[config.mk]
export PLATFORM = sky130hd
export DESIGN_NAME = rgb_to_hsv_convert
export DESIGN_NICKNAME = d
export VERILOG_FILES = /design/src/rtl/rgbhsv_pkg.sv /design/src/rtl/rgb_to_hsv_convert.sv /design/src/rtl/rgbhsv_front.sv /design/src/rtl/rgbhsv_fifo.sv /design/src/rtl/rgbhsv_back.sv
export SDC_FILE = /design/constraint.sdc
export NUM_CORES = 1
export LEC_CHECK = 0
export BUFFER_PORTS_ARGS = -buffer_cell sky130_fd_sc_hd__buf_4
export CAP_MARGIN = 20
export CORE_MARGIN = 1
export CORE_UTILIZATION = 45
export DETAILED_ROUTE_END_ITERATION = 8
export PLACE_DENSITY = 0.67
export SLEW_MARGIN = 15
export SYNTH_ARGS = -nofsm -noshare
export SYNTH_HDL_FRONTEND = slang
export SYNTH_SLANG_ARGS = --single-unit
export TNS_END_PERCENT = 20
[constraint.sdc]
create_clock -name i_clk -period 16.3 [get_ports i_clk]
set_input_delay 3.26 -clock i_clk [delete_from_list [all_inputs] [get_ports i_clk]]
set_output_delay 3.26 -clock i_clk [all_outputs]
set_load 0.1 [all_outputs]
[src/rtl/rgbhsv_pkg.sv]
`timescale 1ns / 1ps
// Shared types and constants for the RGB to HSV converter.
// No dependencies; every other file in rtl/ imports this package.
package rgbhsv_pkg;

    localparam int CH_W   = 8;   // channel width
    localparam int HUE_W  = 15;  // hue field width, 1/64 degree units
    localparam int HUE_QB = 12;  // hue quotient bits (quotient <= 3840)
    localparam int SAT_QB = 8;   // saturation quotient bits (quotient <= 255)
    localparam int HUE_NW = 20;  // hue dividend width: 3840 * 255 < 2**20
    localparam int SAT_NW = 16;  // saturation dividend width: 255 * 255 < 2**16

    localparam logic [HUE_W-1:0] HUE_TURN  = 15'd23040;
    localparam logic [HUE_W-1:0] HUE_OFS_R = 15'd0;
    localparam logic [HUE_W-1:0] HUE_OFS_G = 15'd7680;
    localparam logic [HUE_W-1:0] HUE_OFS_B = 15'd15360;

    typedef enum logic [1:0] {
        SEC_RED,
        SEC_GREEN,
        SEC_BLUE
    } t_sector;

    // Classified pixel as it travels from the front end to the divider pipe.
    typedef struct packed {
        logic [HUE_NW-1:0] hue_num;  // 3840 * |difference|
        logic [CH_W-1:0]   delta;    // max - min, hue divisor
        logic [SAT_NW-1:0] sat_num;  // 255 * delta
        logic [CH_W-1:0]   mx;       // max, saturation divisor and value
        logic              neg;      // sector difference was negative
        t_sector           sector;
        logic              grey;     // max equals min
    } t_item;

    // Queue status seen by both sides.
    typedef struct packed {
        logic empty;
        logic full;
    } t_q_stat;

    function automatic logic [HUE_W-1:0] sector_ofs(input t_sector sec);
        logic [HUE_W-1:0] ofs;
        case (sec)
            SEC_RED:   ofs = HUE_OFS_R;
            SEC_GREEN: ofs = HUE_OFS_G;
            SEC_BLUE:  ofs = HUE_OFS_B;
            default:   ofs = HUE_OFS_R;
        endcase
        return ofs;
    endfunction

endpackage

[src/rtl/rgb_to_hsv_convert.sv]
`timescale 1ns / 1ps
// Top level of the RGB to HSV converter: front end, queue, divider pipe.
// Depends on rgbhsv_pkg, rgbhsv_front, rgbhsv_fifo and rgbhsv_back.
//
//  channel   direction  handshake          word fields
//  -------   ---------  -----------------  ---------------------------------
//  pixel     in         start / busy       i_red, i_green, i_blue
//  result    out        o_done strobe      o_hue, o_saturation, o_brightness
//
// One pixel per clock, sustained. From the accepting edge to the edge that
// takes the result, a pixel passes one front register, one queue slot,
// twelve restoring divider stages (one hue quotient bit each; the eight
// saturation bits ride along in the first eight) and the output register.
// The twelve-bit hue quotient sets the number of divider stages.
// Reset is synchronous; busy stays high while i_rst_n is low.
// Results cannot be held off, so the divider pipe never stalls and the
// queue drains every cycle; busy drops as soon as reset is released.
module rgb_to_hsv_convert #(
    parameter int QUEUE_DEPTH = 2
) (
    input  logic                          i_clk,
    input  logic                          i_rst_n,
    input  logic                          start,
    output logic                          busy,
    input  logic [7:0]                    i_red,
    input  logic [7:0]                    i_green,
    input  logic [7:0]                    i_blue,
    output logic                          o_done,
    output logic [rgbhsv_pkg::HUE_W-1:0]  o_hue,
    output logic [7:0]                    o_saturation,
    output logic [7:0]                    o_brightness
);
    import rgbhsv_pkg::*;

    localparam int LAT = HUE_QB + 3;

    t_q_stat w_q_stat;
    t_item   w_push_item, w_head_item;
    logic    w_push, w_pop, w_accept;

    assign w_accept = start && !busy;

    // accept and classify the pixel
    rgbhsv_front u_front (
        .i_clk    (i_clk),
        .i_rst_n  (i_rst_n),
        .i_start  (start),
        .i_red    (i_red),
        .i_green  (i_green),
        .i_blue   (i_blue),
        .i_q_stat (w_q_stat),
        .o_busy   (busy),
        .o_push   (w_push),
        .o_item   (w_push_item)
    );

    // decouple the front end from the divider pipe
    rgbhsv_fifo #(
        .DEPTH (QUEUE_DEPTH),
        .W     ($bits(t_item))
    ) u_queue (
        .i_clk   (i_clk),
        .i_rst_n (i_rst_n),
        .i_push  (w_push),
        .i_wdata (w_push_item),
        .i_pop   (w_pop),
        .o_rdata (w_head_item),
        .o_stat  (w_q_stat)
    );

    // divide, add the sector offset, wrap negative hue
    rgbhsv_back u_back (
        .i_clk        (i_clk),
        .i_rst_n      (i_rst_n),
        .i_q_stat     (w_q_stat),
        .i_item       (w_head_item),
        .o_pop        (w_pop),
        .o_done       (o_done),
        .o_hue        (o_hue),
        .o_saturation (o_saturation),
        .o_brightness (o_brightness)
    );

    // every accepted word comes out as a result strobe
    a_latency_fwd: assert property (@(posedge i_clk) disable iff (!i_rst_n)
        $past(w_accept, LAT) |-> o_done)
        else $error("accepted pixel did not produce a result on time");

    a_latency_back: assert property (@(posedge i_clk) disable iff (!i_rst_n)
        o_done |-> $past(w_accept, LAT))
        else $error("result strobe without a matching accepted pixel");

    // hue stays inside one turn
    a_hue_range: assert property (@(posedge i_clk) disable iff (!i_rst_n)
        o_done |-> (o_hue < HUE_TURN))
        else $error("hue outside one full turn");

    // a black pixel has no saturation and no hue
    a_black: assert property (@(posedge i_clk) disable iff (!i_rst_n)
        (o_done && (o_brightness == '0)) |-> ((o_saturation == '0) && (o_hue == '0)))
        else $error("black pixel with nonzero hue or saturation");

endmodule

[src/rtl/rgbhsv_front.sv]
`timescale 1ns / 1ps
// Front end: accepts a pixel, finds max/min, picks the hue sector and
// builds both dividends. Depends on rgbhsv_pkg.
module rgbhsv_front (
    input  logic                       i_clk,
    input  logic                       i_rst_n,
    input  logic                       i_start,
    input  logic [7:0]                 i_red,
    input  logic [7:0]                 i_green,
    input  logic [7:0]                 i_blue,
    input  rgbhsv_pkg::t_q_stat        i_q_stat,
    output logic                       o_busy,
    output logic                       o_push,
    output rgbhsv_pkg::t_item          o_item
);
    import rgbhsv_pkg::*;

    logic              r_valid, n_valid;
    t_item             r_item, n_item;
    logic              w_accept;
    logic [CH_W-1:0]   w_mx, w_mn, w_ad;
    logic [CH_W:0]     w_diff;
    t_sector           w_sec;

    assign o_push   = r_valid && !i_q_stat.full;
    assign o_busy   = !i_rst_n || (r_valid && i_q_stat.full);
    assign w_accept = i_start && !o_busy;
    assign o_item   = r_item;

    always_comb begin
        w_mx = i_red;
        w_mn = i_red;
        if (i_green > w_mx) w_mx = i_green;
        if (i_blue > w_mx)  w_mx = i_blue;
        if (i_green < w_mn) w_mn = i_green;
        if (i_blue < w_mn)  w_mn = i_blue;

        // red wins ties over green, green over blue
        if (i_red == w_mx) begin
            w_sec  = SEC_RED;
            w_diff = {1'b0, i_green} - {1'b0, i_blue};
        end else if (i_green == w_mx) begin
            w_sec  = SEC_GREEN;
            w_diff = {1'b0, i_blue} - {1'b0, i_red};
        end else begin
            w_sec  = SEC_BLUE;
            w_diff = {1'b0, i_red} - {1'b0, i_green};
        end
        w_ad = w_diff[CH_W] ? CH_W'(-w_diff) : w_diff[CH_W-1:0];

        n_item.mx      = w_mx;
        n_item.delta   = w_mx - w_mn;
        n_item.grey    = (w_mx == w_mn);
        n_item.sector  = w_sec;
        n_item.neg     = w_diff[CH_W];
        // 3840 = 4096 - 256, 255 = 256 - 1
        n_item.hue_num = (HUE_NW'(w_ad) << 12) - (HUE_NW'(w_ad) << 8);
        n_item.sat_num = (SAT_NW'(n_item.delta) << 8) - SAT_NW'(n_item.delta);
    end

    always_comb begin
        n_valid = r_valid;
        if (w_accept)    n_valid = 1'b1;
        else if (o_push) n_valid = 1'b0;
    end

    always_ff @(posedge i_clk) begin
        if (!i_rst_n) begin
            r_valid <= 1'b0;
        end else begin
            r_valid <= n_valid;
        end
    end

    always_ff @(posedge i_clk) begin
        if (w_accept) begin
            r_item <= n_item;
        end
    end

endmodule

[src/rtl/rgbhsv_fifo.sv]
`timescale 1ns / 1ps
// Short queue between front end and divider pipe.
// Depends on rgbhsv_pkg for the status struct.
module rgbhsv_fifo #(
    parameter int DEPTH = 2,
    parameter int W     = 8
) (
    input  logic                i_clk,
    input  logic                i_rst_n,
    input  logic                i_push,
    input  logic [W-1:0]        i_wdata,
    input  logic                i_pop,
    output logic [W-1:0]        o_rdata,
    output rgbhsv_pkg::t_q_stat o_stat
);
    import rgbhsv_pkg::*;

    localparam int PW = (DEPTH > 1) ? $clog2(DEPTH) : 1;
    localparam int CW = $clog2(DEPTH + 1);

    logic [W-1:0]  r_mem [0:DEPTH-1];
    logic [PW-1:0] r_wr, n_wr, r_rd, n_rd;
    logic [CW-1:0] r_count, n_count;
    logic          w_pop;

    function automatic logic [PW-1:0] ptr_inc(input logic [PW-1:0] p);
        return (p == PW'(DEPTH - 1)) ? '0 : p + 1'b1;
    endfunction

    assign w_pop        = i_pop && (r_count != '0);
    assign o_stat.empty = (r_count == '0);
    // a slot frees up this cycle when the head is taken
    assign o_stat.full  = (r_count == CW'(DEPTH)) && !w_pop;
    assign o_rdata      = r_mem[r_rd];

    always_comb begin
        n_wr    = i_push ? ptr_inc(r_wr) : r_wr;
        n_rd    = w_pop  ? ptr_inc(r_rd) : r_rd;
        n_count = r_count;
        if (i_push && !w_pop)      n_count = r_count + 1'b1;
        else if (!i_push && w_pop) n_count = r_count - 1'b1;
    end

    always_ff @(posedge i_clk) begin
        if (!i_rst_n) begin
            r_wr    <= '0;
            r_rd    <= '0;
            r_count <= '0;
        end else begin
            r_wr    <= n_wr;
            r_rd    <= n_rd;
            r_count <= n_count;
        end
    end

    always_ff @(posedge i_clk) begin
        if (i_push) begin
            r_mem[r_wr] <= i_wdata;
        end
    end

endmodule

[src/rtl/rgbhsv_back.sv]
`timescale 1ns / 1ps
// Back end: pipelined restoring dividers for hue and saturation, one
// quotient bit per stage, then sector offset and wrap. Depends on rgbhsv_pkg.
module rgbhsv_back (
    input  logic                          i_clk,
    input  logic                          i_rst_n,
    input  rgbhsv_pkg::t_q_stat           i_q_stat,
    input  rgbhsv_pkg::t_item             i_item,
    output logic                          o_pop,
    output logic                          o_done,
    output logic [rgbhsv_pkg::HUE_W-1:0]  o_hue,
    output logic [7:0]                    o_saturation,
    output logic [7:0]                    o_brightness
);
    import rgbhsv_pkg::*;

    typedef struct packed {
        logic [HUE_NW-1:0] hrem;
        logic [HUE_QB-1:0] hq;
        logic [CH_W-1:0]   delta;
        logic [SAT_NW-1:0] srem;
        logic [SAT_QB-1:0] sq;
        logic [CH_W-1:0]   mx;
        logic              neg;
        t_sector           sector;
        logic              grey;
    } t_dstage;

    t_dstage          w_st  [0:HUE_QB];
    logic             w_vld [0:HUE_QB];
    t_dstage          r_st  [1:HUE_QB];
    logic             r_vld [1:HUE_QB];

    t_dstage          w_last;
    logic [HUE_W-1:0] w_q, w_base, n_hue;
    logic [7:0]       n_sat;
    logic             r_done;

    // the pipe never stalls: take the head whenever there is one
    assign o_pop = !i_q_stat.empty;

    always_comb begin
        w_st[0].hrem   = i_item.hue_num;
        w_st[0].hq     = '0;
        w_st[0].delta  = i_item.delta;
        w_st[0].srem   = i_item.sat_num;
        w_st[0].sq     = '0;
        w_st[0].mx     = i_item.mx;
        w_st[0].neg    = i_item.neg;
        w_st[0].sector = i_item.sector;
        w_st[0].grey   = i_item.grey;
    end
    assign w_vld[0] = !i_q_stat.empty;

    for (genvar s = 0; s < HUE_QB; s++) begin : g_stage
        localparam int KH   = HUE_QB - 1 - s;
        localparam int KS   = (s < SAT_QB) ? (SAT_QB - 1 - s) : 0;
        localparam bit DO_S = (s < SAT_QB);

        t_dstage           n_st;
        logic [HUE_NW-1:0] w_hdsh;
        logic [SAT_NW-1:0] w_sdsh;
        logic              w_hge, w_sge;

        assign w_st[s+1]  = r_st[s+1];
        assign w_vld[s+1] = r_vld[s+1];

        always_comb begin
            n_st   = w_st[s];
            w_hdsh = HUE_NW'(w_st[s].delta) << KH;
            w_hge  = (w_st[s].hrem >= w_hdsh);
            if (w_hge) n_st.hrem = w_st[s].hrem - w_hdsh;
            n_st.hq = {w_st[s].hq[HUE_QB-2:0], w_hge};

            w_sdsh = SAT_NW'(w_st[s].mx) << KS;
            w_sge  = (w_st[s].srem >= w_sdsh);
            if (DO_S) begin
                if (w_sge) n_st.srem = w_st[s].srem - w_sdsh;
                n_st.sq = {w_st[s].sq[SAT_QB-2:0], w_sge};
            end
        end

        always_ff @(posedge i_clk) begin
            if (!i_rst_n) begin
                r_vld[s+1] <= 1'b0;
            end else begin
                r_vld[s+1] <= w_vld[s];
            end
        end

        always_ff @(posedge i_clk) begin
            r_st[s+1] <= n_st;
        end
    end

    assign w_last = w_st[HUE_QB];

    always_comb begin
        w_q    = HUE_W'(w_last.hq);
        w_base = sector_ofs(w_last.sector);
        if (w_last.grey) begin
            n_hue = '0;
        end else if (w_last.neg && (w_base == HUE_OFS_R) && (w_q != '0)) begin
            // negative red sector: wrap into the last part of the turn
            n_hue = HUE_TURN - w_q;
        end else if (w_last.neg) begin
            n_hue = w_base - w_q;
        end else begin
            n_hue = w_base + w_q;
        end
        // black pixel: divisor was zero, force saturation to zero
        n_sat = (w_last.mx == '0) ? '0 : w_last.sq;
    end

    always_ff @(posedge i_clk) begin
        if (!i_rst_n) begin
            r_done <= 1'b0;
        end else begin
            r_done <= w_vld[HUE_QB];
        end
    end

    always_ff @(posedge i_clk) begin
        o_hue        <= n_hue;
        o_saturation <= n_sat;
        o_brightness <= w_last.mx;
    end

    assign o_done = r_done;

endmodule

==> impl_metrics.json <==
{
  "syn_inst": 3047,
  "gp_congestion": 0.866,
  "synthTopCellsByArea": "dfxtp_1 42%, edfxtp_1 13%, ha_1 8.3%",
  "worstSetupStartpointType": "input pin",
  "rsz0062_at_grt": "false",
  "cts_setup_buffers": 0,
  "p_leak_nw": 16.1,
  "yosysWarnings": 0,
  "ant_nets": 0,
  "rows": 98,
  "wirelength_mm": 56.0,
  "design_area_um2": 37200,
  "setup_violations": 0,
  "async_flop_share_pct": 0,
  "max_cap_violations": 0,
  "clk_latency_ns": 0.62,
  "synth_edf_count": 141,
  "synth_top_area_share_pct": 42.2,
  "drc": 0,
  "drv_slew": 0,
  "synth_fp_nets": 3315,
  "syn_area_um2": 32900,
  "ys_types": 79,
  "cts.sinks": 834,
  "yosysTopAreaCell": "dfxtp_1",
  "die_x_um": 272,
  "area_delta_synth_final_pct": 13.0,
  "viasPerCell": 4.89,
  "yosysSeqAreaShare_pct": 55.1,
  "final_cell_mix": "692 x dfxtp_1, 283 x inv_1, 226 x nor2_1, 219 x ha_1, 193 x a21oi_1",
  "cts_htree_levels": 3,
  "power_w": 0.00816,
  "cts_root_buffer": "clkbuf_16",
  "start_util_pct": 45.7,
  "worstHoldPathType": "flip-flop to flip-flop",
  "cts_buffers": 83,
  "vdd_drop_max_mv": 0.130,
  "grt_pass1_wl_mm": 92.2,
  "dpl_cell_area_um2": 34400,
  "crit_type": "input pin to flip-flop",
  "final_common_cell": "dfxtp_1",
  "powerDensity_nw_per_um2": 219,
  "antenna_found_initial": 0,
  "die_area_um2": 74100,
  "fin_worst_skew_ns": 0.0256,
  "dr.first_iter.drc_count": 710,
  "avgSynthCellArea_um2": 10.8,
  "synthFlopType": "dfxtp_1",
  "grt_pass1_vias": 20000,
  "cp_max_fo": 19,
  "layout_min_cycle_time_ns": 10.06,
  "status": "completed",
  "grt_max_degree": 48,
  "arrival_ns": 10.54,
  "finalCritPeriodShare_pct": 61.7,
  "die_h_um": 272,
  "wl_per_cell_um": 13.4,
  "slew_headroom_pct": 30.2,
  "fin_tns_setup_ns": 0,
  "fin_util_pct": 51.7,
  "cts_tree": "yes",
  "io_buffers": 59,
  "coreArea_um2": 71900,
  "required_ns": 16.78,
  "nNetsFinal": 3422,
  "cp-end-kind": "flip-flop",
  "max_freq_ghz": 0.0994,
  "ctsLongestPathBuffers": 3,
  "track_usage_pct": 15.2,
  "io_pins": 60,
  "dpl.hpwl_mm": 41.6,
  "worst_slew_pin_slew_ns": 1.04,
  "finalHoldViolCount": 0,
  "firstDrtPassIters": 5,
  "path_clk_slew_ns": 0.06,
  "cts_resized": 0,
  "layout-drive-gt1-share_pct": 8.73,
  "vias": 20400,
  "hold_buffers": 0,
  "grt-ovfl-total": 0,
  "postSynthRegisterBits": 834
}
## power by group
part / internal, W / switching (W)
logic: 0.00139 / 0.00171
registers: 0.00285 / 0.000345
clock network: 0.00110 / 0.000753
## cell type report
type,count,area (µm²)
Clock inverter,33,305
Sequential cell,834,18100
Antenna cell,1,2.50
Clock buffer,117,2450
Timing Repair Buffer,67,503
Inverter,283,1060
Tap cell,950,1190
Multi-Input combinational cell,1885,13500
Fill cell,6373,34700
## per-layer routing
metal	GRT usage, %	vias up	wire (µm)	part of all wire (%)
met5	0	-	0	0
li1	-	10700	-	-
met1	15.8	9341	23200	41
met2	29.6	264	29500	53
met3	2.58	115	1590	2.8
met4	6.03	0	1770	3.2
## metrics by stage
| step | instances | hold WS (ns) | setup slack, ns |
|---|---|---|---|
| after floorplan | 3047 | 0.310 | 6.86 |
| after global placement | 4018 | 0.310 | 5.67 |
| after detailed placement | 4018 | 0.312 | 5.71 |
| after CTS | 4168 | 0.312 | 6.33 |
| after global routing | 4169 | 0.320 | 5.75 |
| final | 4170 | 0.313 | 6.24 |
## worst max-delay path, cell delays in order
cell and delay [ns]:
buf_4 0.15, inv_1 0.05, ha_1 0.33, a21oi_1 0.22
o221ai_2 0.13, nor2_2 0.70, a21oi_1 0.22, ha_1 0.37
nand2_1 0.05, o21ai_0 0.27, nor2b_1 0.49, nor4b_4 0.15
or2_1 0.46, a31oi_4 0.39, ha_1 0.30, o31ai_1 0.10
a31oi_1 0.26, inv_1 0.07, o21bai_1 0.19, xor2_1 0.39
ha_1 0.23, nand2_2 0.08, or4_4 0.53, o311a_4 0.16
maj3_2 0.36, or4b_1 0.51, nand3_1 0.08
## flip-flops by register name, indices dropped and copies added, names as in the netlist, 2 cells and up, named ones only
name                 count
u_back.r_st            643
u_queue.r_mem           94
u_front.o_item          47
u_back.o_hue            15
u_back.r_vld            12
u_back.o_brightness      8
u_back.o_saturation      8
u_queue.r_count          2
## synthesized netlist by cell type, drive strengths merged, types with 4 or more instances
cell type / count
and3: 8
o21ai: 132
or3: 23
nor4: 37
or4: 13
ha: 219
or4b: 5
nor3: 56
and2: 49
edfxtp: 141
nand3: 33
or2: 9
buf: 4
nand3b: 4
nand4: 35
a21boi: 14
a211o: 4
fa: 22
o21a: 15
a31oi: 11
nor2: 229
nor3b: 4
nand2b: 65
inv: 283
o211ai: 6
xnor2: 136
a21o: 87
dfxtp: 693
a2111oi: 5
nor4b: 4
nand2: 136
o211a: 5
a21oi: 194
o21bai: 14
clkbuf: 41
xor2: 110
a211oi: 11
mux2: 44
mux2i: 40
nor2b: 46
o31ai: 23
## final timing paths
check / depth (start not counted) / end / startpoint / slack [ns]
min: 0 / u_back.r_st[0][152] / u_back.r_st[0][76] / 0.31
max reg2reg: 15 / u_back.r_st[0][146] / flip-flop / 12.32
min reg2reg: 0 / u_back.r_st[0][152] / u_back.r_st[0][76] / 0.31
max: 27 / u_front.o_item[52] / i_green[6] / 6.24
## kinds of logic (layout without fill, tap and decap cells)
family,after synthesis,after routing,share of synthesized area (%)
muxes,84,84,2.73
DFF,834,834,55.1
and+or+nand+nor,764,764,11.8
xor gates and xnor gates,246,246,6.55
AOI/OAI and AO/OA,549,549,10.4
adders and majority gates,242,242,9.71
buffers and inverters,328,500,3.75
other,0,1,0
Power figures use the tool's default switching activity.
